===== src/design/rbcp_pkg.sv =====
// Shared types, widths and the quarter-wave sine table for the rotated box
// collide-and-push block. No dependencies.
package rbcp_pkg;

   // Field widths
   localparam int POS_W   = 32;
   localparam int SCALE_W = 31;
   localparam int ANGLE_W = 16;

   // Fixed point and table configuration
   localparam int SINE_TABLE_BITS = 8;
   localparam int FRAC_BITS       = 16;
   localparam int SINE_N          = 1 << SINE_TABLE_BITS;
   localparam int LUT_IDX_W       = SINE_TABLE_BITS + 1;
   localparam int TRIG_W          = FRAC_BITS + 1;
   localparam int QUAD_LSB        = ANGLE_W - 2;
   localparam int PROD_W          = SCALE_W + TRIG_W;

   // Datapath widths past the extents
   localparam int DIFF_W = POS_W + 1;
   localparam int PEN_W  = POS_W + 2;
   localparam int AMT_W  = POS_W + 2;
   localparam int SUM_W  = POS_W + 4;

   // Polynomial coefficients, Q30
   localparam longint unsigned POLY_A = 64'd1686629713;
   localparam longint unsigned POLY_B = 64'd688904866;
   localparam longint unsigned POLY_C = 64'd76016977;

   typedef logic [TRIG_W-1:0] lut_type [0:SINE_N];

   // Pipeline stage load enables
   typedef struct packed {
      logic s0;
      logic s1;
      logic s2;
      logic s3;
      logic s4;
      logic s5;
   } adv_type;

   // Odd polynomial sine on [0,1] of a quarter turn, rounded to FRAC_BITS
   function automatic logic [TRIG_W-1:0] quarter_sine(input int k);
      longint unsigned x;
      longint unsigned x2;
      longint unsigned t;
      longint unsigned r;
      x  = longint'(k) << (30 - SINE_TABLE_BITS);
      x2 = (x * x) >> 30;
      t  = (POLY_C * x2) >> 30;
      t  = POLY_B - t;
      t  = (t * x2) >> 30;
      t  = POLY_A - t;
      t  = (t * x) >> 30;
      r  = (t + (64'd1 << (29 - FRAC_BITS))) >> (30 - FRAC_BITS);
      return r[TRIG_W-1:0];
   endfunction

   function automatic lut_type build_lut();
      lut_type lut;
      for (int k = 0; k <= SINE_N; k++) begin
         lut[k] = quarter_sine(k);
      end
      return lut;
   endfunction

   localparam lut_type SINE_LUT = build_lut();

endpackage


===== src/design/rbcp_resolve.sv =====
// Penetration, overlap test and saturated push of box A: pipeline stages
// three to five, ending in the result register. Uses rbcp_pkg.
module rbcp_resolve (
   input  logic                           clock,
   input  rbcp_pkg::adv_type              adv,
   input  logic [rbcp_pkg::SCALE_W-1:0]   hwa,
   input  logic [rbcp_pkg::SCALE_W-1:0]   hha,
   input  logic [rbcp_pkg::SCALE_W-1:0]   hwb,
   input  logic [rbcp_pkg::SCALE_W-1:0]   hhb,
   input  logic [rbcp_pkg::DIFF_W-1:0]    abs_dx,
   input  logic [rbcp_pkg::DIFF_W-1:0]    abs_dy,
   input  logic                           dx_pos,
   input  logic                           dy_pos,
   input  logic signed [rbcp_pkg::POS_W-1:0] ax,
   input  logic signed [rbcp_pkg::POS_W-1:0] ay,
   input  logic [rbcp_pkg::SCALE_W-1:0]   margin,
   output logic                           overlapping,
   output logic                           push_applied,
   output logic signed [rbcp_pkg::POS_W-1:0] pushed_x,
   output logic signed [rbcp_pkg::POS_W-1:0] pushed_y
);
   import rbcp_pkg::*;

   // Stage 3 signals
   logic [SCALE_W:0]         sum_x, sum_y;
   logic signed [PEN_W-1:0]  pen_x, pen_y;
   logic signed [PEN_W-1:0]  pen_x_ff, pen_y_ff;
   logic                     dx_pos3_ff, dy_pos3_ff;
   logic signed [POS_W-1:0]  ax3_ff, ay3_ff;

   // Stage 4 signals
   logic                     px_pos, py_pos;
   logic [AMT_W-1:0]         amt_x, amt_y;
   logic                     sel_y;
   logic [AMT_W-1:0]         amt4_ff;
   logic                     dir4_ff, sel_y4_ff, push4_ff, over4_ff;
   logic signed [POS_W-1:0]  ax4_ff, ay4_ff;

   // Stage 5 signals
   logic signed [SUM_W-1:0]  base_v, moved_v;
   logic signed [POS_W-1:0]  sat_v;
   logic                     sat_ovf;
   logic                     over_ff, push_ff;
   logic signed [POS_W-1:0]  pushed_x_ff, pushed_y_ff;

   // Stage 3: combined half extents minus center offset
   assign sum_x = {1'b0, hwa} + {1'b0, hwb};
   assign sum_y = {1'b0, hha} + {1'b0, hhb};
   assign pen_x = $signed(PEN_W'(sum_x)) - $signed(PEN_W'(abs_dx));
   assign pen_y = $signed(PEN_W'(sum_y)) - $signed(PEN_W'(abs_dy));

   always_ff @(posedge clock) begin
      if (adv.s3) begin
         pen_x_ff   <= pen_x;
         pen_y_ff   <= pen_y;
         dx_pos3_ff <= dx_pos;
         dy_pos3_ff <= dy_pos;
         ax3_ff     <= ax;
         ay3_ff     <= ay;
      end
   end

   // Stage 4: axis choice and push distance with margin
   assign px_pos = !pen_x_ff[PEN_W-1] && (pen_x_ff != '0);
   assign py_pos = !pen_y_ff[PEN_W-1] && (pen_y_ff != '0);
   assign amt_x  = AMT_W'(pen_x_ff[DIFF_W-1:0]) + AMT_W'(margin);
   assign amt_y  = AMT_W'(pen_y_ff[DIFF_W-1:0]) + AMT_W'(margin);
   assign sel_y  = !(pen_x_ff < pen_y_ff);   // ties go along y

   always_ff @(posedge clock) begin
      if (adv.s4) begin
         amt4_ff   <= sel_y ? amt_y : amt_x;
         dir4_ff   <= sel_y ? dy_pos3_ff : dx_pos3_ff;
         sel_y4_ff <= sel_y;
         push4_ff  <= px_pos && py_pos;
         over4_ff  <= !pen_x_ff[PEN_W-1] && !pen_y_ff[PEN_W-1];
         ax4_ff    <= ax3_ff;
         ay4_ff    <= ay3_ff;
      end
   end

   // Stage 5: move along the chosen axis, zero offset moves negative
   always_comb begin
      base_v  = sel_y4_ff ? SUM_W'(ay4_ff) : SUM_W'(ax4_ff);
      moved_v = dir4_ff ? base_v + $signed(SUM_W'(amt4_ff))
                        : base_v - $signed(SUM_W'(amt4_ff));
      sat_ovf = (moved_v[SUM_W-1:POS_W-1] != '0) && (moved_v[SUM_W-1:POS_W-1] != '1);
      if (!sat_ovf) begin
         sat_v = moved_v[POS_W-1:0];
      end else if (moved_v[SUM_W-1]) begin
         sat_v = {1'b1, {(POS_W-1){1'b0}}};
      end else begin
         sat_v = {1'b0, {(POS_W-1){1'b1}}};
      end
   end

   always_ff @(posedge clock) begin
      if (adv.s5) begin
         over_ff     <= over4_ff;
         push_ff     <= push4_ff;
         pushed_x_ff <= (push4_ff && !sel_y4_ff) ? sat_v : ax4_ff;
         pushed_y_ff <= (push4_ff && sel_y4_ff) ? sat_v : ay4_ff;
      end
   end

   assign overlapping  = over_ff;
   assign push_applied = push_ff;
   assign pushed_x     = pushed_x_ff;
   assign pushed_y     = pushed_y_ff;

endmodule


===== config.mk =====
export PLATFORM = sky130hd
export DESIGN_NAME = rbcp_resolve
export DESIGN_NICKNAME = d
export VERILOG_FILES = /design/src/design/rbcp_pkg.sv /design/src/design/rbcp_resolve.sv
export SDC_FILE = /design/constraint.sdc
export NUM_CORES = 1
export LEC_CHECK = 0
export BUFFER_PORTS_ARGS = -buffer_cell sky130_fd_sc_hd__buf_4
export CAP_MARGIN = 10
export CORE_ASPECT_RATIO = 0.8
export CORE_MARGIN = 2
export CORE_UTILIZATION = 55
export CTS_CLUSTER_DIAMETER = 40
export DETAILED_ROUTE_END_ITERATION = 12
export GPL_ROUTABILITY_DRIVEN = 0
export PLACE_DENSITY = 0.9
export SYNTH_ARGS = -nofsm -noshare
export SYNTH_HDL_FRONTEND = slang
export SYNTH_SLANG_ARGS = --single-unit

===== constraint.sdc =====
create_clock -name clock -period 6.91 [get_ports clock]
set_clock_uncertainty 0.15 [all_clocks]
set_input_delay 0.691 -clock clock [delete_from_list [all_inputs] [get_ports clock]]
set_output_delay 0.691 -clock clock [all_outputs]
set_load 0.02 [all_outputs]

### Word-level counts from Yosys, hierarchy flattened

Index checks and enable logic that the tools add are counted.

| operators by class | value |
|---|---|
| add/subtract/negate cells | 8 |
| $lt $le $gt $ge | 1 |
| equality and inequality tests | 1 |
| multiplexer cells | 8 |
| reduce and logical (&&, ||, !) cells | 14 |

Operators by type and width:

| cell | number |
|---|---|
| $mux W32 | 4 |
| $mux W36 | 2 |
| $add A33 B31 Y34 | 2 |
| $reduce_bool A34 Y1 | 2 |
| $sub A32 B33 Y34 | 2 |
| $add A31 B31 Y32 | 2 |
| $add A36 B35 Y36 | 1 |
| $sub A36 B35 Y36 | 1 |
| $lt A34 B34 Y1 | 1 |
| $mux W34 | 1 |
| $logic_and A1 B1 Y1 | 7 |
| $ne A5 B5 Y1 const B | 1 |
| $reduce_bool A5 Y1 | 1 |
| $logic_not A1 Y1 | 4 |
| $mux W1 | 1 |

| word-level totals | value |
|---|---|
| register bits | 302 |
| bits of input ports | 294 |
| output and inout bits | 66 |
| logic and storage cells | 49 |

### Logic depth before layout (Yosys ltp)

Gate-level depths: netlist of run 1.

| logic depth | value |
|---|---|
| depth after elaboration | 7 |
| mapped depth | 26 |
| depth with buffers taken out | 23 |

### Worst setup path after synthesis of run 1

No wires, ideal clock.

| path | value |
|---|---|
| path type | reg2reg |
| start point | register pen_x_ff[8] |
| end point | register amt4_ff[32] (data pin) |
| library setup time | 282 ps |
| arrival | 5,096 ps |
| data required time | 6,478 ps |
| path slack | 1,382 ps |
| stages on the path, launching flop included | 23 |
| path buffers | 1 |
| period minus slack after synthesis | 5,528 ps |
| path through | edfxtp_1 -> ha_1 -> o21ai_0 -> nand2b_1 -> a21oi_1 -> or3_1 -> a21oi_1 -> o21ai_0 -> a211o_1 -> a31o_2 -> clkbuf_1 -> mux2_2 -> ha_1 -> fa_1 -> a211oi_1 -> o21ai_1 -> o311ai_1 -> a41oi_1 -> a211oi_1 -> o21ai_0 -> a21o_1 -> a21oi_1 -> o311ai_0 |

| between the ends | value |
|---|---|
| word-level cells in the longest chain between the ends | 2 |
| elaborated cells on any way between the ends | 3 |
| those cells by class | 1 x add/sub; 1 x order compare; 1 x mux |

RTL lines:

| item | line | source |
|---|---|---|
| start: declaration | rbcp_resolve.sv:27 | `logic signed [PEN_W-1:0] pen_x_ff, pen_y_ff;` |
| start signal: assignment | rbcp_resolve.sv:54 | `pen_x_ff <= pen_x;` |
| $add A33 B31 Y34 / $lt A34 B34 Y1 (equally long branches) | rbcp_resolve.sv:66, rbcp_resolve.sv:68 |  |
| $mux W34 * | rbcp_resolve.sv:72 | `amt4_ff <= sel_y ? amt_y : amt_x;` |
| end signal: assignment | rbcp_resolve.sv:72 |  |
| end: declaration | rbcp_resolve.sv:35 | `logic [AMT_W-1:0] amt4_ff;` |

Every way passes the cells marked *; elsewhere a longest branch is shown, timed or not.
A chain may end at the register's enable or synchronous reset.

### Final worst setup path of run 1

Ends and elaborated chain as after synthesis.

==> metrics.md, run 1 <==
| Metric | Value |
|---|---|
| P&R area growth vs syn | 21.5% |
| Post-synth top area cell | edfxtp_1 |
| Largest net degree at the start of global routing | 86 |
| Clock Sinks | 302 |
| Synthesis-stage register bit count | 302 |
| Met1 Use GR | 0.332 |
| Crit share post-route | 0.896 |
| Tmin final | 6190 ps |
| Hold path startpoint | ay[21] |
| Syn avg cell area | 10.3 um^2 |
| CTS root buffer | clkbuf_16 |
| Vias in the first global route | 16800 |
| Routed via count | 16800 |
| WL final | 54300 um |
| Cell count after placement | 2850 |
| Async set or reset register ratio after synthesis | 0 |
| Hold_ws | 181 ps |
| First-pass GRT wire length | 85000 um |
| Input/output buffers | 356 |
| Post-DP HPWL | 42300 um |
| Element type at the critical path end | flop |
| Hold-fix buffers, CTS | 0 |
| EDFF count, synth | 302 |
| Met2 Track Usage GR | 0.487 |
| Synth warn | 0 |
| Cts repair resizes | 0 |
| Most numerous cell in the Yosys netlist | inv_1 |
| Yosys top cell area share | 0.434 |
| CP arrival | 6270 ps |
| Critical Path Start | pen_x_ff[8] |
| IO Pins | 360 |
| All-Layer GR Usage | 0.270 |
| Type of the most critical hold path | input pin to flop |
| Postcts setup bufs | 0 |
| Initial antenna violation count | 4 |
| Multiplexer share of the synthesized area | 0.0213 |
| Placement Rows | 63 |
| Clock latency on the worst-skew pair | 520 ps |
| Final Hold Vio Count | 0 |
| Synth top area cells | edfxtp_1 43%, ha_1 10%, fa_1 6.1% |
| Core box area | 37300 um^2 |
| Mapped Cells | 2038 |
| Peak supply drop | 0.000235 V |
| Post-Synth Adder-Cell Area | 0.161 |
| Compound-Gate Fraction of Synth Area | 0.156 |
| Initial DRC Count | 1973 |
| Global route hottest layer | met2 |
| 1st-pass router iterations | 6 |
| Worst slew pin tran | 1120 ps |
| Slew margin rel. | 0.256 |
| Yosys cell types | 76 |
| Clock power share | 0.192 |
| Die Wd | 222 um |
| Vias/cell | 5.75 |
| Simple-gate share of the synthesized area | 0.0985 |
| Most frequent cells after synthesis | 321 x inv_1, 302 x edfxtp_1, 195 x a21oi_1 |
| Layout cell share with drive strength beyond 1 | 0.203 |
| Largest family of logic cells by synthesized area | adder cells |
| Slew Limit Fails | 0 |
| # fillers | 2541 |
| Power, Total | 10400 uW |
| Crit-path max cell delay | 490 ps |
| Post-synth net total | 2563 |
| ANT nets after route | 0 |
| Maximum clock path buffer count | 3 |
| Switching Fraction | 0.418 |
| Post-synthesis xor/xnor area fraction | 0.0616 |
| Highest clock rate | 161 MHz |
| GR Overflow Total | 0 |
| Critical-path top delay cell | o311ai_1 |
| Starting Density | 0.561 |
| Max_cap viols | 0 |
| Launch point of the worst reg-to-reg path | pen_x_ff[8] |
| Worst-path clk slew | 60 ps |
| Setup Viol. Count Final | 0 |
| CP cell instances | ha_1 -> o21ai_0 -> nand2b_1 -> a21oi_1 -> or3_1 -> a21oi_1 -> o21ai_0 -> a211o_1 -> a31o_2 -> mux2_2 -> ha_1 -> fa_1 -> a211oi_1 -> o21ai_1 -> o311ai_1 -> a41oi_1 -> a211oi_1 -> buf_4 -> o21ai_0 -> a21o_1 -> a21oi_1 -> o311ai_0 |
| Wire per inst | 18.6 um |
| Setup CP Type | flop to flop |
| Crit-path max FO | 12 |
| Seq pwr share | 0.275 |
| Mapped cell area | 20900 um^2 |
| Top_reg_cell synth | edfxtp_1 |
| Status | finished clean |
| Logic pwr share | 0.533 |
| Non-Filler Instances | 2925 |
| Met3 Use GR | 0.0438 |
| Sequential element share of the synthesized area | 0.434 |
| TritonCTS Buffers | 39 |
| H-tree depth | 2 |
| Post-Route Utilization | 0.682 |
| Internal power | 6050 uW |
| Die height | 178 um |
| Setup tns final | 0 ps |
| Unrepaired setup endpoints after global routing | false |
| Die area | 39600 um^2 |
| P_sw | 4340 uW |
| CTS tree | yes |
| Crit path launch type | flop |
| Post-route DRC | 0 |
| PD cells | 409 nW/um^2 |
| Final net count | 2929 |
| P_leak | 0.0117 uW |
| CP Data Required Time | 6990 ps |
[worst max-delay path: cells and delay by family (launching register included)]
family | cells | cell delay (ps)
muxes | 1 | 310
AOI/OAI and AO/OA | 15 | 3480
DFF | 1 | 420
buffers and inverters | 1 | 180
and+or+nand+nor | 2 | 370
adders and majority gates | 3 | 970
[state kept, by name (all words and copies together), names as in the netlist]
| signal | cells |
|---|---|
| amt4_ff | 34 |
| ax4_ff | 32 |
| push_applied | 1 |
| sel_y4_ff | 1 |
| dir4_ff | 1 |
| pushed_x | 32 |
| over4_ff | 1 |
| dx_pos3_ff | 1 |
| pen_y_ff | 34 |
| push4_ff | 1 |
| pushed_y | 32 |
| pen_x_ff | 34 |
| ax3_ff | 32 |
| overlapping | 1 |
| ay4_ff | 32 |
| ay3_ff | 32 |
| dy_pos3_ff | 1 |
[layer usage]
| layer | vias to the layer above | routed length [um] |
|---|---|---|
| met3 | 139 | 4710 |
| li1 | 7926 | - |
| met1 | 7836 | 21100 |
| met5 | - | 0 |
| met2 | 932 | 26800 |
| met4 | 0 | 1760 |
[placed cells by master, fill, tap and decap left out, types with 16 or more instances in the layout]
| cell | instances |
|---|---|
| nor4_1 | 21 |
| a31oi_1 | 16 |
| o21ai_0 | 84 |
| nand4_1 | 21 |
| nor2b_1 | 21 |
| o21a_1 | 20 |
| a21oi_1 | 195 |
| xor2_1 | 57 |
| ha_1 | 167 |
| nor2_1 | 145 |
| clkbuf_16 | 40 |
| nor3_1 | 20 |
| nand2_1 | 125 |
| inv_1 | 321 |
| edfxtp_1 | 302 |
| a21o_1 | 80 |
| nand3_1 | 22 |
| fa_1 | 64 |
| mux2_2 | 36 |
| xnor2_1 | 90 |
| buf_4 | 366 |
[final timing paths]
kind,to,slack (ps),depth (start not counted)
max,amt4_ff[32],720,22
min,ay3_ff[21],180,1
max reg2reg,amt4_ff[32],720,22
min reg2reg,ay4_ff[3],250,0
[area by class of cell]
| type | instances | area (um^2) | area share |
|---|---|---|---|
| timing repair buffer | 369 | 2810 | 0.110 |
| inverter | 321 | 1200 | 0.0474 |
| clock inverter | 29 | 280 | 0.0110 |
| clock buffer | 42 | 1010 | 0.0397 |
| antenna | 4 | 10.0 | 0.000394 |
| multi-input combinational | 1371 | 10400 | 0.410 |
| tap | 487 | 609 | 0.0240 |
| sequential | 302 | 9070 | 0.357 |
[power groups by stage]
stage	registers (uW)	clock network [uW]	logic, uW
2_1_floorplan	2910	0	3900
3_3_place_gp	2870	0	5120
3_5_place_dp	2890	0	5380
4_1_cts	2860	2020	5450
5_1_grt	2900	2090	6080
6_report	2860	1990	5540
[cell families after synthesis]
group / Yosys count
AOI/OAI and AO/OA: 515
xor gates and xnor gates: 147
adders and majority gates: 231
and+or+nand+nor: 438
DFF: 302
muxes: 40
buffers and inverters: 365
[per-stage QoR]
step / setup WS, ps / instance area, um^2
3_5_place_dp: 899 / 24100
6_report: 717 / 25400
4_1_cts: 780 / 25400
5_1_grt: 279 / 25400
2_1_floorplan: 1380 / 20900
3_3_place_gp: 1050 / 24100
Power figures use the tool's default switching activity.
==> run 2: changes to the inputs <==
--- a/config.mk
+++ b/config.mk
@@ -5,6 +5,7 @@
 export SDC_FILE = /design/constraint.sdc
 export NUM_CORES = 1
 export LEC_CHECK = 0
+export ABC_AREA = 1
 export BUFFER_PORTS_ARGS = -buffer_cell sky130_fd_sc_hd__buf_4
 export CAP_MARGIN = 10
 export CORE_ASPECT_RATIO = 0.8
==> metrics.md, run 2 <==
| Metric | Value |
|---|---|
| Sequential element share of the synthesized area | 0.400 (was 0.434) |
| Setup CP Type | flop to flop (unchanged) |
| Post-DP HPWL | 45700 um (was 42300 um) |
| Slew Limit Fails | 0 (unchanged) |
| Post-synth net total | 3222 (was 2563) |
| Wire per inst | 16.0 um (was 18.6 um) |
| Vias/cell | 5.40 (was 5.75) |
| Die area | 42800 um^2 (was 39600 um^2) |
| Top_reg_cell synth | edfxtp_1 (unchanged) |
| Tmin final | 5040 ps (was 6190 ps) |
| Slew margin rel. | 0.225 (was 0.256) |
| Async set or reset register ratio after synthesis | 0 (unchanged) |
| P_leak | 0.0134 uW (was 0.0117 uW) |
| CP Data Required Time | 7040 ps (was 6990 ps) |
| Initial antenna violation count | 8 (was 4) |
| Yosys top cell area share | 0.400 (was 0.434) |
| Mapped cell area | 22600 um^2 (was 20900 um^2) |
| Crit path capture | amt4_ff[31] (was amt4_ff[32]) |
| P&R area growth vs syn | 19.8% (was 21.5%) |
| Core box area | 40600 um^2 (was 37300 um^2) |
| ANT nets after route | 0 (unchanged) |
| Largest net degree at the start of global routing | 71 (was 86) |
| Unrepaired setup endpoints after global routing | false (unchanged) |
| GR Overflow Total | 0 (unchanged) |
| EDFF count, synth | 302 (unchanged) |
| Synth top area cells | edfxtp_1 40%, nand2_1 12%, ha_1 9.2% (was edfxtp_1 43%, ha_1 10%, fa_1 6.1%) |
| Initial DRC Count | 1755 (was 1973) |
| Postcts setup bufs | 0 (unchanged) |
| Cts repair resizes | 0 (unchanged) |
| Placement Rows | 66 (was 63) |
| Layout cell share with drive strength beyond 1 | 0.170 (was 0.203) |
| Critical Path Start | pen_x_ff[33] (was pen_x_ff[8]) |
| Type of the most critical hold path | input pin to flop (unchanged) |
| Hold-fix buffers, CTS | 0 (unchanged) |
| Setup tns final | 0 ps (unchanged) |
| Maximum clock path buffer count | 3 (unchanged) |
| Die height | 185 um (was 178 um) |
| Most numerous cell in the Yosys netlist | nand2_1 (was inv_1) |
| TritonCTS Buffers | 39 (unchanged) |
| H-tree depth | 2 (unchanged) |
| IO Pins | 360 (unchanged) |
| Element type at the critical path end | flop (unchanged) |
| 1st-pass router iterations | 6 (unchanged) |
| First-pass GRT wire length | 92000 um (was 85000 um) |
| Peak supply drop | 0.000286 V (was 0.000235 V) |
| CTS root buffer | clkbuf_16 (unchanged) |
| Most common cell after layout, fill and taps aside | nand2_1 (was buf_4) |
| Commonest non-fill, non-tap cells in the layout | 752 x nand2_1, 473 x inv_1, 363 x buf_4, 302 x edfxtp_1, 167 x ha_1 (was 366 x buf_4, 321 x inv_1, 302 x edfxtp_1, 195 x a21oi_1, 167 x ha_1) |
| Worst slew pin tran | 1160 ps (was 1120 ps) |
| Clock Sinks | 302 (unchanged) |
| Post-route DRC | 0 (unchanged) |
| Crit path launch type | flop (unchanged) |
| Clock latency on the worst-skew pair | 550 ps (was 520 ps) |
| R2R depth | 23 (was 22) |
| Highest clock rate | 198 MHz (was 161 MHz) |
| Input/output buffers | 356 (unchanged) |
| Routed via count | 19700 (was 16800) |
| Crit share post-route | 0.730 (was 0.896) |
| Vias in the first global route | 18800 (was 16800) |
| Biggest regs | amt4_ff x34, pen_x_ff x34, pen_y_ff x34 (unchanged) |
| Crit-path max FO | 27 (was 12) |
| PD cells | 416 nW/um^2 (was 409 nW/um^2) |
| CP arrival | 5170 ps (was 6270 ps) |
| Worst-path clk slew | 60 ps (about the same) |
| Die Wd | 231 um (was 222 um) |
| Reg2Reg Capture Point | amt4_ff[31] (was amt4_ff[32]) |
| Max_cap viols | 0 (unchanged) |
| Yosys cell types | 49 (was 76) |
| Final Hold Vio Count | 0 (unchanged) |
| Launch point of the worst reg-to-reg path | pen_x_ff[33] (was pen_x_ff[8]) |
| CTS tree | yes (unchanged) |
| Synthesis-stage register bit count | 302 (unchanged) |
| R2R Setup Slk | 1870 ps (was 720 ps) |
| Final net count | 3590 (was 2929) |
| Setup Viol. Count Final | 0 (unchanged) |
| Post-Route Utilization | 0.668 (was 0.682) |
| Starting Density | 0.557 (was 0.561) |
| Mapped Cells | 2697 (was 2038) |
| Post-synth top area cell | edfxtp_1 (unchanged) |
| WL final | 58200 um (was 54300 um) |
| All-Layer GR Usage | 0.271 (was 0.270) |
| Synth warn | 0 (unchanged) |
| Most frequent cells after synthesis | 752 x nand2_1, 473 x inv_1, 302 x edfxtp_1 (was 321 x inv_1, 302 x edfxtp_1, 195 x a21oi_1) |
| Status | finished clean (unchanged) |
| Syn avg cell area | 8.40 um^2 (was 10.3 um^2) |
run 2: cell count changes after synthesis, moves of 14 or more:
cell / delta
nand2_1: +627
inv_1: +152
nand2_2: +70
a21o_1: -59
nand3_1: +47
a21oi_1: -40
mux2_2: -36
xnor2_1: -36
xor2_1: +33
o21ai_0: +23
nor2b_1: -22
clkbuf_1: -14
run 2: worst min-delay path by stage:
stage | slack, ps | endpoint | startpoint | cells past startpoint
final | 160 | ay3_ff[4] | ay[4] | 1
after detailed placement | 250 | ax4_ff[17] | ax3_ff[17] | 0
after global routing | 140 | ay3_ff[6] | ay[6] | 1
after CTS | 140 | ax3_ff[6] | ax[6] | 1
after floorplan | 250 | ax4_ff[0] | ax3_ff[0] | 0
after global placement | 250 | ay4_ff[18] | ay3_ff[18] | 0
run 2: layout make-up:
class | count | area (um^2)
clock inverter | 24 | 332
antenna | 3 | 7.51
clock buffer | 45 | 1020
fill | 3099 | 13500
timing repair buffer | 363 | 2730
tap | 544 | 681
multi-input combinational | 1876 | 11500
inverter | 483 | 1810
sequential | 302 | 9070
run 2: power by group:
group          internal (uW)  total, uW  switching, uW
Combinational           2260       6360           4100
Sequential              2590       2870            279
Clock                   1270       2070            799
run 2: metal layers:
layer  vias up  wire, um  GRT usage
met3       182      5580     0.0548
met4        10      2440      0.113
met5         -        69          0
met1      8945     22500      0.339
met2      1033     27600      0.460
li1       9492         -          -
run 2: critical path: stages (launching register included):
cell	delay (ps)
edfxtp_1	380
inv_1	60
ha_1	350
inv_2	110
nand4_1	100
nor3_1	280
nand3_1	160
nor2_1	140
nor2_1	80
nand3_1	80
nand2_1	270
buf_4	330
o21ai_0	430
ha_1	320
nand3_1	80
nand2_1	80
a21oi_1	380
o21bai_1	240
nand3_1	120
nand2_1	110
a21o_1	210
nand2_1	70
nand2_1	80
xor2_1	170
run 2: stage by stage:
step	hold WS, ps	power, uW	instance area, um^2	setup WS (ps)	std cells
5_1_grt	143	12100	27100	1590	3640
4_1_cts	143	11200	27100	2050	3637
3_5_place_dp	255	9070	25800	2090	3568
6_report	165	11300	27100	1870	3640
3_3_place_gp	250	8880	25800	2230	3568
2_1_floorplan	250	7600	22600	3030	2697
run 2: kinds of logic after synthesis:
kind of cell    Yosys count  synth area share
fa+ha+maj               231             0.149
xor+xnor                144            0.0557
flops                   302             0.400
compound gates          359            0.0891
buf+inv                 519            0.0924
simple gates           1142             0.213
==> run 3: changes to the inputs <==
--- a/config.mk
+++ b/config.mk
@@ -10,7 +10,7 @@
 export CAP_MARGIN = 10
 export CORE_ASPECT_RATIO = 0.8
 export CORE_MARGIN = 2
-export CORE_UTILIZATION = 55
+export CORE_UTILIZATION = 53
 export CTS_CLUSTER_DIAMETER = 40
 export DETAILED_ROUTE_END_ITERATION = 12
 export GPL_ROUTABILITY_DRIVEN = 0
==> constraint.sdc (replaced) <==
create_clock -name clock -period 4.6 [get_ports clock]
set_clock_uncertainty 0.15 [all_clocks]
set_input_delay 0.46 -clock clock [delete_from_list [all_inputs] [get_ports clock]]
set_output_delay 0.46 -clock clock [all_outputs]
set_load 0.02 [all_outputs]
==> metrics.md, run 3 (synthesis gave the netlist of run 2 again) <==
| Metric | Value |
|---|---|
| Status | finished clean (unchanged) |
| Crit path depth | 27 (was 23) |
| Final net count | 3691 (was 3590) |
| Die area | 44400 um^2 (was 42800 um^2) |
| Post-DP HPWL | 47600 um (was 45700 um) |
| Power, Total | 17700 uW (was 11300 uW) |
| Clock latency on the worst-skew pair | 540 ps (was 550 ps) |
| Largest net degree at the start of global routing | 75 (was 71) |
| WHS Path Cells | 2 (was 1) |
| Worst-path clk slew | 60 ps (about the same) |
| Final Hold Vio Count | 0 (unchanged) |
| CP Data Required Time | 4710 ps (was 7040 ps) |
| Crit-path max FO | 7 (was 27) |
| Reg2Reg Capture Point | pushed_x[26] (was amt4_ff[31]) |
| Worst slew pin tran | 1230 ps (was 1160 ps) |
| Hold path startpoint | hwa[0] (was ay[4]) |
| Initial antenna violation count | 12 (was 8) |
| R2R depth | 27 (was 23) |
| Hold endpoint | pen_x_ff[0] (was ay3_ff[4]) |
| Clock power share | 0.161 (was 0.183) |
| Wire per inst | 17.1 um (was 16.0 um) |
| Crit path launch type | flop (unchanged) |
| Vias/cell | 5.53 (was 5.40) |
| Biggest regs | amt4_ff x34, pen_x_ff x34, pen_y_ff x34 (unchanged) |
| GR Overflow Total | 0 (unchanged) |
| Critical-path top delay cell | edfxtp_1 (was o21ai_0) |
| Most common cell after layout, fill and taps aside | nand2_1 (unchanged) |
| Logic pwr share | 0.596 (was 0.563) |
| Placement Rows | 67 (was 66) |
| First-pass GRT wire length | 98700 um (was 92000 um) |
| CP top delay family | simple AND/OR/NAND/NOR gates (unchanged) |
| Crit share post-route | 0.995 (was 0.730) |
| TritonCTS Buffers | 38 (was 39) |
| Die Wd | 235 um (was 231 um) |
| Most used cell, CP | nand2_1 (unchanged) |
| Max_cap viols | 0 (unchanged) |
| Starting Density | 0.539 (was 0.557) |
| Buf/Inv on CP | 3 (unchanged) |
| Peak supply drop | 0.000399 V (was 0.000286 V) |
| P&R area growth vs syn | 24.9% (was 19.8%) |
| Slew Limit Fails | 0 (unchanged) |
| Setup Viol. Count Final | 0 (unchanged) |
| Unrepaired setup endpoints after global routing | true (was false) |
| IO Pins | 360 (unchanged) |
| Clock Sinks | 302 (unchanged) |
| CTS root buffer | clkbuf_16 (unchanged) |
| CP arrival | 4690 ps (was 5170 ps) |
| Commonest non-fill, non-tap cells in the layout | 746 x nand2_1, 472 x inv_1, 390 x buf_4, 302 x edfxtp_1, 161 x ha_1 (was 752 x nand2_1, 473 x inv_1, 363 x buf_4, 302 x edfxtp_1, 167 x ha_1) |
| Layout cell share with drive strength beyond 1 | 0.187 (was 0.170) |
| Element type at the critical path end | flop (unchanged) |
| R2R Setup Slk | 20 ps (was 1870 ps) |
| Maximum clock path buffer count | 3 (unchanged) |
| Switching Fraction | 0.469 (was 0.458) |
| Tmin final | 4580 ps (was 5040 ps) |
| Setup ws final | 21.2 ps (was 1870 ps) |
| Die height | 189 um (was 185 um) |
| Crit-path max cell delay | 410 ps (was 430 ps) |
| PD cells | 627 nW/um^2 (was 416 nW/um^2) |
| Type of the most critical hold path | input pin to flop (unchanged) |
| Post-route DRC | 0 (unchanged) |
| ANT nets after route | 0 (unchanged) |
| Highest clock rate | 218 MHz (was 198 MHz) |
| P_sw | 8320 uW (was 5180 uW) |
| WL final | 64000 um (was 58200 um) |
| CTS tree | yes (unchanged) |
| Setup CP Type | flop to flop (unchanged) |
| Initial DRC Count | 2133 (was 1755) |
| Core box area | 42000 um^2 (was 40600 um^2) |
| H-tree depth | 2 (unchanged) |
| 1st-pass router iterations | 8 (was 6) |
| Seq pwr share | 0.244 (was 0.254) |
| Slew margin rel. | 0.180 (was 0.225) |
| Vias in the first global route | 19900 (was 18800) |
| Launch point of the worst reg-to-reg path | amt4_ff[0] (was pen_x_ff[33]) |
| Routed via count | 20700 (was 19700) |
| P_leak | 0.0138 uW (was 0.0134 uW) |
| Internal power | 9410 uW (was 6120 uW) |
| Setup WS pre-CTS | -46.8 ps (was 2090 ps) |
| Input/output buffers | 356 (unchanged) |
| All-Layer GR Usage | 0.276 (was 0.271) |
## run 3: cell count changes in the layout (fill, tap and decap cells not counted), sizes merged
cell / previous run / this run
clkinvlp: 1 / 3
bufinv: 5 / 1
dlygate4sd3: 0 / 66
inv: 487 / 489
buf: 363 / 397
clkinv: 14 / 12
diode: 3 / 7
## run 3: area by class of cell
cell class | count | area (um^2)
fillers | 3003 | 13700
multi-input cells | 1876 | 11700
flip-flops and latches | 302 | 9070
repair buffers | 465 | 3770
inverters | 483 | 1810
clock buffers | 43 | 991
well taps | 552 | 691
clock inverters | 22 | 215
diodes | 7 | 17.5
## run 3: worst max-delay path by stage
| stage | slack [ps] | end | startpoint |
|---|---|---|---|
| 3_5_place_dp | -50 | pushed_y[12] | amt4_ff[0] |
| 5_1_grt | -170 | pushed_x[26] | amt4_ff[0] |
| 3_3_place_gp | 100 | pushed_y[11] | amt4_ff[0] |
| 6_report | 20 | pushed_x[26] | amt4_ff[0] |
| 4_1_cts | 4 | pushed_x[15] | amt4_ff[0] |
| 2_1_floorplan | 720 | amt4_ff[31] | pen_x_ff[33] |
## run 3: what timing repair did
action | 4_1_cts | 5_1_grt
buffers inserted | 1 | 8
pin swaps | 2 | 13
gates cloned | 0 | 2
hold buffers | 66 | 0
endpoints found under the hold margin | 66 | 0
gates resized for setup | 7 | 52
endpoints found under the setup margin | 51 | 78
## run 3: power by group through the flow
| stage | Sequential, uW | Combinational, uW | Clock (uW) |
|---|---|---|---|
| after floorplan | 4350 | 7070 | 0 |
| after global placement | 4310 | 9310 | 0 |
| after global routing | 4370 | 11500 | 2990 |
| after CTS | 4290 | 9840 | 2860 |
| after detailed placement | 4340 | 9610 | 0 |
| final | 4330 | 10600 | 2850 |
## run 3: layer usage
metal  vias up  share of wire  track usage
li1       9707              -            -
met1      9434           0.37        0.343
met2      1308           0.46        0.468
met3       266           0.11       0.0539
met4        12          0.050        0.124
met5         -         0.0011            0
## run 3: stage by stage
step | setup TNS, ps | hold slack, ps | area (um^2) | cells | util
final | 0 | 82.3 | 28300 | 3750 | 0.673
after global routing | -6810 | 88.0 | 28300 | 3749 | 0.673
after CTS | 0 | 64.4 | 27900 | 3732 | 0.664
after detailed placement | -792 | 255 | 26000 | 3600 | 0.619
after global placement | 0 | 250 | 26000 | 3600 | 0.619
after floorplan | 0 | 250 | 22600 | 2697 | -
